<file path="src/rlbe_pkg.sv">
// Shared constants for the resistor-ladder keypad event detector.
`default_nettype none

package rlbe_pkg;

   // Fixed field widths
   localparam int unsigned TIME_W      = 32;
   localparam int unsigned CLASS_W     = 3;
   localparam int unsigned EVENT_W     = 3;
   localparam int unsigned COUNT_W     = 2;
   localparam int unsigned HOLD_W      = 16;
   localparam int unsigned LIMIT_W     = 2;
   localparam int unsigned MAX_BUTTONS = 4;
   localparam int unsigned BTN_IDX_W   = 2;
   localparam int unsigned CSR_ADDR_W  = 3;
   localparam int unsigned STATE_W     = 3;

   // Register indexes
   localparam logic [CSR_ADDR_W-1:0] REG_RANGE1   = 3'd0;
   localparam logic [CSR_ADDR_W-1:0] REG_RANGE2   = 3'd1;
   localparam logic [CSR_ADDR_W-1:0] REG_RANGE3   = 3'd2;
   localparam logic [CSR_ADDR_W-1:0] REG_RANGE4   = 3'd3;
   localparam logic [CSR_ADDR_W-1:0] REG_DEBOUNCE = 3'd4;
   localparam logic [CSR_ADDR_W-1:0] REG_GAP      = 3'd5;
   localparam logic [CSR_ADDR_W-1:0] REG_LONG     = 3'd6;
   localparam logic [CSR_ADDR_W-1:0] REG_LIMIT    = 3'd7;

   // Machine states
   localparam logic [STATE_W-1:0] ST_IDLE     = 3'd0;
   localparam logic [STATE_W-1:0] ST_DOWN     = 3'd1;
   localparam logic [STATE_W-1:0] ST_UP       = 3'd2;
   localparam logic [STATE_W-1:0] ST_COUNT    = 3'd3;
   localparam logic [STATE_W-1:0] ST_LONG     = 3'd4;
   localparam logic [STATE_W-1:0] ST_LONG_END = 3'd5;

   // Event codes
   localparam logic [EVENT_W-1:0] EV_NONE        = 3'd0;
   localparam logic [EVENT_W-1:0] EV_CLICK       = 3'd1;
   localparam logic [EVENT_W-1:0] EV_DOUBLE      = 3'd2;
   localparam logic [EVENT_W-1:0] EV_LONG_START  = 3'd3;
   localparam logic [EVENT_W-1:0] EV_LONG_DURING = 3'd4;
   localparam logic [EVENT_W-1:0] EV_LONG_STOP   = 3'd5;

   // Reset timing values
   localparam logic [HOLD_W-1:0]  DEBOUNCE_RST = 16'd50;
   localparam logic [HOLD_W-1:0]  GAP_RST      = 16'd400;
   localparam logic [HOLD_W-1:0]  LONG_RST     = 16'd800;
   localparam logic [LIMIT_W-1:0] LIMIT_RST    = 2'd1;
   localparam logic [COUNT_W-1:0] COUNT_MAX    = 2'd3;

   typedef logic [COUNT_W-1:0] count_type;

endpackage

`default_nettype wire

</file>
<file path="src/resistor_ladder_button_events_top.sv">
// Keypad ladder classifier, debouncer and click / long-press event machine.
//
//  Channel  | Ports                      | Content
//  ---------+----------------------------+---------------------------------------
//  request  | req_tvalid/tready/tdata    | adc_sample, time_ms
//  response | rsp_tvalid/tready/tdata    | event_code, event_button (one per req)
//  control  | csr_we/csr_addr/csr_wdata  | window, timing and click-limit writes
//
// One request per cycle sustained while the response is not stalled; each request
// passes the input register, then the result register. The classify, debounce and
// state update run in one pass between them. Synchronous reset restores default
// windows and timings and idles the machine. A stalled response holds the result
// register; the input register keeps taking requests until both stages are full.
`default_nettype none

module resistor_ladder_button_events_top #(
   parameter int unsigned BUTTONS  = 4,
   parameter int unsigned ADC_BITS = 10
) (
   input  wire logic clock,
   input  wire logic reset,
   // request
   input  wire logic req_tvalid,
   output logic      req_tready,
   // [ADC_BITS-1:0] adc_sample, [ADC_BITS+31:ADC_BITS] time_ms, zero pad
   input  wire logic [((ADC_BITS+32+7)/8)*8-1:0] req_tdata,
   // response
   output logic      rsp_tvalid,
   input  wire logic rsp_tready,
   // [2:0] event_code, [5:3] event_button, [7:6] zero
   output logic [7:0] rsp_tdata,
   // control
   input  wire logic csr_we,
   input  wire logic [rlbe_pkg::CSR_ADDR_W-1:0] csr_addr,
   input  wire logic [((2*ADC_BITS > 16) ? 2*ADC_BITS : 16)-1:0] csr_wdata
);
   import rlbe_pkg::*;

   localparam int unsigned RANGE_W = 2 * ADC_BITS;

   // Default windows: 0..100, 150..300, 350..550, 600..800
   localparam logic [RANGE_W-1:0] RANGE1_RST = {ADC_BITS'(100), ADC_BITS'(0)};
   localparam logic [RANGE_W-1:0] RANGE2_RST = {ADC_BITS'(300), ADC_BITS'(150)};
   localparam logic [RANGE_W-1:0] RANGE3_RST = {ADC_BITS'(550), ADC_BITS'(350)};
   localparam logic [RANGE_W-1:0] RANGE4_RST = {ADC_BITS'(800), ADC_BITS'(600)};

   // Configuration registers
   logic [RANGE_W-1:0] range_ff [MAX_BUTTONS];
   logic [HOLD_W-1:0]  debounce_ff;
   logic [HOLD_W-1:0]  gap_ff;
   logic [HOLD_W-1:0]  long_ff;
   logic [LIMIT_W-1:0] limit_ff;

   // Pipeline registers
   logic                in_valid_ff;
   logic [ADC_BITS-1:0] sample_ff;
   logic [TIME_W-1:0]   now_ff;
   logic                rsp_valid_ff;
   logic [EVENT_W-1:0]  code_ff,   code_in;
   logic [CLASS_W-1:0]  button_ff, button_in;

   // Detector state
   logic [CLASS_W-1:0] cand_ff,    cand_in;
   logic [TIME_W-1:0]  change_ff,  change_in;
   logic [CLASS_W-1:0] deb_ff,     deb_in;
   logic [STATE_W-1:0] state_ff,   state_in;
   logic [TIME_W-1:0]  phase_ff,   phase_in;
   logic [CLASS_W-1:0] latched_ff, latched_in;
   count_type          counts_ff [MAX_BUTTONS];
   count_type          counts_in [MAX_BUTTONS];

   logic out_free;
   logic advance;

   assign out_free   = !rsp_valid_ff || rsp_tready;
   assign advance    = in_valid_ff && out_free;
   assign req_tready = !in_valid_ff || out_free;
   assign rsp_tvalid = rsp_valid_ff;
   assign rsp_tdata  = {2'b00, button_ff, code_ff};

   // Configuration writes
   always_ff @(posedge clock) begin
      if (reset) begin
         range_ff[0] <= RANGE1_RST;
         range_ff[1] <= RANGE2_RST;
         range_ff[2] <= RANGE3_RST;
         range_ff[3] <= RANGE4_RST;
         debounce_ff <= DEBOUNCE_RST;
         gap_ff      <= GAP_RST;
         long_ff     <= LONG_RST;
         limit_ff    <= LIMIT_RST;
      end else if (csr_we) begin
         case (csr_addr)
            REG_RANGE1:   range_ff[0] <= csr_wdata[RANGE_W-1:0];
            REG_RANGE2:   range_ff[1] <= csr_wdata[RANGE_W-1:0];
            REG_RANGE3:   range_ff[2] <= csr_wdata[RANGE_W-1:0];
            REG_RANGE4:   range_ff[3] <= csr_wdata[RANGE_W-1:0];
            REG_DEBOUNCE: debounce_ff <= csr_wdata[HOLD_W-1:0];
            REG_GAP:      gap_ff      <= csr_wdata[HOLD_W-1:0];
            REG_LONG:     long_ff     <= csr_wdata[HOLD_W-1:0];
            REG_LIMIT:    limit_ff    <= csr_wdata[LIMIT_W-1:0];
            default: ;
         endcase
      end
   end

   // Input register
   always_ff @(posedge clock) begin
      if (reset) begin
         in_valid_ff <= 1'b0;
      end else if (req_tready) begin
         in_valid_ff <= req_tvalid;
      end
   end

   always_ff @(posedge clock) begin
      if (req_tvalid && req_tready) begin
         sample_ff <= req_tdata[ADC_BITS-1:0];
         now_ff    <= req_tdata[ADC_BITS+TIME_W-1:ADC_BITS];
      end
   end

   // Classify: lowest-numbered matching window wins
   logic [CLASS_W-1:0] cls;
   always_comb begin
      cls = '0;
      for (int b = BUTTONS - 1; b >= 0; b--) begin
         if (sample_ff >= range_ff[b][ADC_BITS-1:0] &&
             sample_ff <= range_ff[b][RANGE_W-1:ADC_BITS]) begin
            cls = CLASS_W'(b + 1);
         end
      end
   end

   // Debounce and event machine
   logic [TIME_W-1:0]    since_change;
   logic [TIME_W-1:0]    wait_ms;
   logic                 active;
   logic                 has_btn;
   logic [BTN_IDX_W-1:0] idx;
   count_type            n;
   logic                 seq_end;
   logic [EVENT_W-1:0]   ev;

   always_comb begin
      since_change = now_ff - change_ff;
      wait_ms      = now_ff - phase_ff;
      has_btn      = latched_ff != '0;
      idx          = latched_ff[BTN_IDX_W-1:0] - BTN_IDX_W'(1);
      n            = has_btn ? counts_ff[idx] : '0;

      cand_in   = cand_ff;
      change_in = change_ff;
      deb_in    = deb_ff;
      if (cls == cand_ff) begin
         if (since_change >= TIME_W'(debounce_ff)) begin
            deb_in = cls;
         end
      end else begin
         change_in = now_ff;
         cand_in   = cls;
      end
      active = deb_in != '0;

      state_in   = state_ff;
      phase_in   = phase_ff;
      latched_in = latched_ff;
      counts_in  = counts_ff;
      seq_end    = 1'b0;
      ev         = EV_NONE;

      case (state_ff)
         ST_IDLE: begin
            if (active) begin
               seq_end    = 1'b1;
               latched_in = deb_in;
            end
         end
         ST_DOWN: begin
            if (!active) begin
               state_in = ST_UP;
               phase_in = now_ff;
            end else if (wait_ms > TIME_W'(long_ff)) begin
               state_in = ST_LONG;
               ev       = EV_LONG_START;
            end
         end
         ST_UP: begin
            state_in = ST_COUNT;
            if (has_btn && counts_ff[idx] != COUNT_MAX) begin
               counts_in[idx] = counts_ff[idx] + COUNT_W'(1);
            end
         end
         ST_COUNT: begin
            if (active) begin
               state_in = ST_DOWN;
               phase_in = now_ff;
            end else if (wait_ms >= TIME_W'(gap_ff) || n == limit_ff) begin
               if (n == COUNT_W'(1)) begin
                  ev = EV_CLICK;
               end else if (n == COUNT_W'(2)) begin
                  ev = EV_DOUBLE;
               end
               seq_end = 1'b1;
            end
         end
         ST_LONG: begin
            if (!active) begin
               state_in = ST_LONG_END;
               phase_in = now_ff;
            end else begin
               ev = EV_LONG_DURING;
            end
         end
         ST_LONG_END: begin
            ev      = EV_LONG_STOP;
            seq_end = 1'b1;
         end
         default: state_in = ST_IDLE;
      endcase

      // End of sequence clears counts; a fresh press then starts DOWN
      if (seq_end) begin
         state_in = ST_IDLE;
         phase_in = '0;
         for (int i = 0; i < MAX_BUTTONS; i++) begin
            counts_in[i] = '0;
         end
         if (state_ff == ST_IDLE) begin
            state_in = ST_DOWN;
            phase_in = now_ff;
         end
      end

      if (!has_btn) begin
         ev = EV_NONE;
      end
      code_in   = ev;
      button_in = (ev != EV_NONE) ? latched_ff : '0;
   end

   // State update, one request per advance
   always_ff @(posedge clock) begin
      if (reset) begin
         cand_ff    <= '0;
         change_ff  <= '0;
         deb_ff     <= '0;
         state_ff   <= ST_IDLE;
         phase_ff   <= '0;
         latched_ff <= '0;
         for (int i = 0; i < MAX_BUTTONS; i++) begin
            counts_ff[i] <= '0;
         end
      end else if (advance) begin
         cand_ff    <= cand_in;
         change_ff  <= change_in;
         deb_ff     <= deb_in;
         state_ff   <= state_in;
         phase_ff   <= phase_in;
         latched_ff <= latched_in;
         counts_ff  <= counts_in;
      end
   end

   // Result register
   always_ff @(posedge clock) begin
      if (reset) begin
         rsp_valid_ff <= 1'b0;
      end else if (out_free) begin
         rsp_valid_ff <= in_valid_ff;
      end
   end

   always_ff @(posedge clock) begin
      if (advance) begin
         code_ff   <= code_in;
         button_ff <= button_in;
      end
   end

   // Checks
   a_event_has_button: assert property (@(posedge clock) disable iff (reset)
      (rsp_valid_ff && code_ff != EV_NONE) |-> (button_ff != '0))
      else $error("event reported without a button");

   a_full_stall: assert property (@(posedge clock) disable iff (reset)
      (in_valid_ff && rsp_valid_ff && !rsp_tready) |-> !req_tready)
      else $error("request taken while both stages are full");

   a_long_start: assert property (@(posedge clock) disable iff (reset)
      (advance && state_ff == ST_DOWN && state_in == ST_LONG)
      |=> (code_ff == EV_LONG_START))
      else $error("long press entered without a long-start event");

   a_idle_counts: assert property (@(posedge clock) disable iff (reset)
      (state_ff == ST_IDLE) |-> (counts_ff[0] == '0 && counts_ff[1] == '0 &&
                                 counts_ff[2] == '0 && counts_ff[3] == '0))
      else $error("click counts left over in idle");

   a_hold_result: assert property (@(posedge clock) disable iff (reset)
      (rsp_valid_ff && !rsp_tready) |=> (rsp_valid_ff && $stable(code_ff)))
      else $error("stalled result changed");

endmodule

`default_nettype wire

</file>
<file path="config.mk">
export PLATFORM = sky130hd
export DESIGN_NAME = resistor_ladder_button_events_top
export DESIGN_NICKNAME = d
export VERILOG_FILES = /design/src/rlbe_pkg.sv /design/src/resistor_ladder_button_events_top.sv
export SDC_FILE = /design/constraint.sdc
export NUM_CORES = 1
export LEC_CHECK = 0
export ABC_AREA = 1
export BUFFER_PORTS_ARGS = -buffer_cell sky130_fd_sc_hd__clkbuf_2
export CAP_MARGIN = 20
export CORE_UTILIZATION = 40
export DETAILED_ROUTE_END_ITERATION = 16
export PLACE_DENSITY = 0.58
export REMOVE_ABC_BUFFERS = 1
export SYNTH_ARGS = -nofsm -noshare
export SYNTH_HDL_FRONTEND = slang
export SYNTH_SLANG_ARGS = --single-unit
</file>
<file path="constraint.sdc">
create_clock -name clock -period 6 [get_ports clock]
set_input_delay 1.2 -clock clock [delete_from_list [all_inputs] [get_ports clock]]
set_output_delay 1.2 -clock clock [all_outputs]
set_load 0.005 [all_outputs]
</file>
==> run summary <==
FINAL LAYOUT
------------------------------------------------------------------------------------------------------
Diode insertion count for antenna repair                                                             0
Layout overhead on the synthesized area                                                         11.35%
Highest-count cells in the layout ignoring fill and taps                                  nand2_1 (662), inv_1 (462), nor2_1 (287), a21oi_1 (205), ha_1 (195)
Final #Nets                                                                                      2,873
Fraction of layout cells with a size suffix above 1                                             7.010%
Count of filler cells inserted in the layout                                                     4,569
Leading cell type in the layout, fill and taps excluded                                        nand2_1

CLOCK TREE
------------------------------------------------------------------------------------------------------
Total of cells resized after clock tree synthesis                                                    0
Root buffer selected by CTS                                                                  clkbuf_16
Max Root-Sink Buffers                                                                                3
CTS Hold Buffers Added                                                                               0
Insertion delay to the later sink of the worst-skew pair                                       0.60 ns
CTS sink cnt                                                                                       264
Clock buffer count from CTS                                                                         31
TritonCTS clock tree                                                                             built
H-Tree Depth                                                                                         1
Clock transition at the register clock pins on the worst setup and hold paths after CTS        0.06 ns
Setup fix buffers added after clock tree synthesis                                                   0

LOGIC SYNTHESIS
------------------------------------------------------------------------------------------------------
FF+latch count, synth                                                                              264
Simple-gate portion of the synthesized area                                                     26.10%
Count of flip-flops with a built-in enable after synthesis                                         128
Async set or reset register ratio after synthesis                                                   0%
Warnings, synthesis                                                                                  0
Cells after Synth                                                                                2,528
Leading register cell type out of synthesis                                                    dfxtp_1
Multiplexer area fraction after synthesis                                                           0%
Post-synthesis average cell area                                                             7.123 µm²
Largest family of logic cells by synthesized area                                         simple AND/OR/NAND/NOR gates
Fraction of the mapped netlist area in adder cells                                              13.77%
XOR/XNOR share of the synthesized area                                                          1.654%
Synth cell types                                                                                    45
Sequential cell area fraction in the yosys report                                               36.46%
Synthesized area                                                                            18,010 µm²
Area fraction in compound gates after synthesis                                                 10.74%

CRITICAL PATH
------------------------------------------------------------------------------------------------------
Data required time at the worst endpoint                                                       6.47 ns
Library cell appearing most often on the critical path                                         nand2_1
Cell type group with the largest total delay on the critical path                         simple AND/OR/NAND/NOR gates
Register-to-register setup slack                                                               0.97 ns
Maximum fanout along the worst path                                                                 39
Sort of element at the end of the critical path                                                   flop
Delay of the slowest critical-path stage                                                       0.47 ns
Element type at the critical path start                                                           flop
CP arrival                                                                                     5.50 ns
Crit Path Category                                                                        flop to flop
Slowest library cell on the worst path                                                        edfxtp_1
Worst path bufs/invs                                                                                 2

TIMING
------------------------------------------------------------------------------------------------------
Worst max-slew margin expressed relative to the limit                                           29.39%
Clock period minus worst slack                                                                5.031 ns
Sum Neg Setup Slack                                                                               0 ns
Final setup violation count                                                                          0
Transition time at the pin with the least slew margin                                         1.059 ns
RSZ-0062 raised after global routing                                                             false
Final clock skew                                                                            0.03114 ns
Slew Viols, Final                                                                                    0
Final count of hold timing violations                                                                0
Maximum operating frequency                                                                  198.8 MHz
Part of the cycle the worst path needs                                                          83.85%

DETAILED ROUTING
------------------------------------------------------------------------------------------------------
Drt pass-1 iters                                                                                     5
Vias                                                                                            15,782
Remaining antenna violation count                                                                    0
Post-detailed-routing wire length                                                            47,950 µm
DRC errors left                                                                                      0
Final routed wire length divided by cell count                                                14.90 µm
Number of vias per cell                                                                          4.906
DRC marker count from the first detailed-route iteration                                           961

PLACED DESIGN
------------------------------------------------------------------------------------------------------
Port Buffers                                                                                        77
DP Wirelength                                                                                37,000 µm
RD Place Congestion                                                                             0.9147

FLOORPLANNING
------------------------------------------------------------------------------------------------------
Core area                                                                                   44,320 µm²
Core Rows                                                                                           77
Die Span Y                                                                                    214.2 µm
Die Outline Area                                                                            45,870 µm²
Starting density of the core                                                                    40.63%
I/O pin cnt                                                                                         86
Horizontal die dimension                                                                      214.2 µm

GLOBAL ROUTING
------------------------------------------------------------------------------------------------------
Global-route wire length before repair                                                       77,560 µm
Via count of the first global-routing pass                                                      15,237
Total global-route track usage                                                                  21.00%
Antenna violations before repair                                                                     0
Largest net degree at the start of global routing                                                  104
Remaining global-route overflow                                                                      0

PWR
------------------------------------------------------------------------------------------------------
IR drop worst, VDD                                                                            225.2 µV
Total power                                                                                   6.122 mW
Leakage component of the power                                                                9.988 nW
Pwr/cell area                                                                             305.4 nW/µm²

FLOW RUN
------------------------------------------------------------------------------------------------------
Maxcap violations                                                                                    0

MIN PATH
------------------------------------------------------------------------------------------------------
Min-Delay Path Class                                                                      flop to flop

OUTCOME
------------------------------------------------------------------------------------------------------
Outcome                                                                                   finished clean

-- stage by stage --
stage / util (%) / setup slack [ns] / std cells / area, µm² / hold WS (ns)
6_report: 45.24 / 0.9690 / 3217 / 20050 / 0.4548
2_1_floorplan: - / 1.812 / 2481 / 17790 / 0.4299
3_5_place_dp: 42.83 / 0.9902 / 3157 / 18980 / 0.4510
3_3_place_gp: 42.83 / 0.9697 / 3157 / 18980 / 0.4407
4_1_cts: 45.15 / 0.9621 / 3215 / 20010 / 0.4589
5_1_grt: 45.24 / 0.4362 / 3217 / 20050 / 0.4759
-- worst min-delay path: cells and delay by family (launching register included) --
kind	cells	cell delay (ns)
AOI/OAI and AO/OA	1	0.05
buffers and inverters	1	0.06
DFF	1	0.29
-- cell usage after synthesis, types with 3 or more instances --
library cell,instances,area [µm²]
a21o_1,9,67.56
xnor2_1,3,26.28
dfxtp_1,136,2723
nor3_1,14,70.07
nand4_1,39,244.0
ha_1,195,2440
nand3b_1,11,82.58
nand2_4,5,56.30
inv_2,14,52.55
nand3_1,92,460.4
nor2_1,289,1085
buf_6,3,33.78
a211oi_1,3,22.52
inv_1,463,1738
nand2_1,662,2485
a21oi_1,205,1026
xor2_1,31,271.5
clkbuf_1,36,135.1
clkinv_1,5,18.77
o21ai_0,103,515.5
buf_2,5,25.02
o211ai_1,15,112.6
nand2_2,13,81.33
nor2_2,4,25.02
o21bai_1,12,90.09
o21a_1,4,30.03
edfxtp_1,128,3844
and2_1,3,18.77
-- logic make-up after synthesis --
kind of cell | after synthesis
AND/OR/NAND/NOR | 1142
flip-flops | 264
AO/OA/AOI/OAI | 360
buffers and inverters | 530
adder cells (fa/ha/maj) | 197
XOR/XNOR | 34
other | 1
-- per-layer routing --
metal  vias to the layer above  share of wire, %  GRT usage [%]
met5                         -                 0              0
met1                      7160                46          26.66
li1                       8198                 -              -
met2                       329                47          36.81
met4                         0               3.6          7.405
met3                        95               3.9          2.298
-- report_power, final --
group	internal (mW)	total (mW)	switching, mW
sequential	2.04	2.13	0.0869
clock	1.10	1.88	0.784
combinational	0.735	2.11	1.38
total	3.88	6.12	2.25
-- worst paths after layout --
path	depth (start not counted)	endpoint	startpoint
max	28	phase_ff[9]	now_ff[9]
min	2	change_ff[29]	change_ff[29]
max reg2reg	28	phase_ff[9]	now_ff[9]
min reg2reg	2	change_ff[29]	change_ff[29]
-- registers in the layout, indices dropped and copies added (netlist names), 2 cells and up --
register and cells:
long_ff 16, gap_ff 16, cand_ff 3, deb_ff 3, limit_ff 2, counts_ff 8, now_ff 32, change_ff 32
latched_ff 3, button_ff 3, code_ff 3, state_ff 3, phase_ff 32, range_ff 80, sample_ff 10, debounce_ff 16
-- cell type report --
class	count	area, µm²	area share (%)
clock buffer	44	905.9	4.518
tap	592	740.7	3.694
inverter	482	1810	9.030
sequential	264	6566	32.75
clock inverter	14	122.6	0.6115
multi-input combinational	1735	9424	47.00
timing repair buffer	86	480.5	2.396
(Power assumes the default switching activity.)
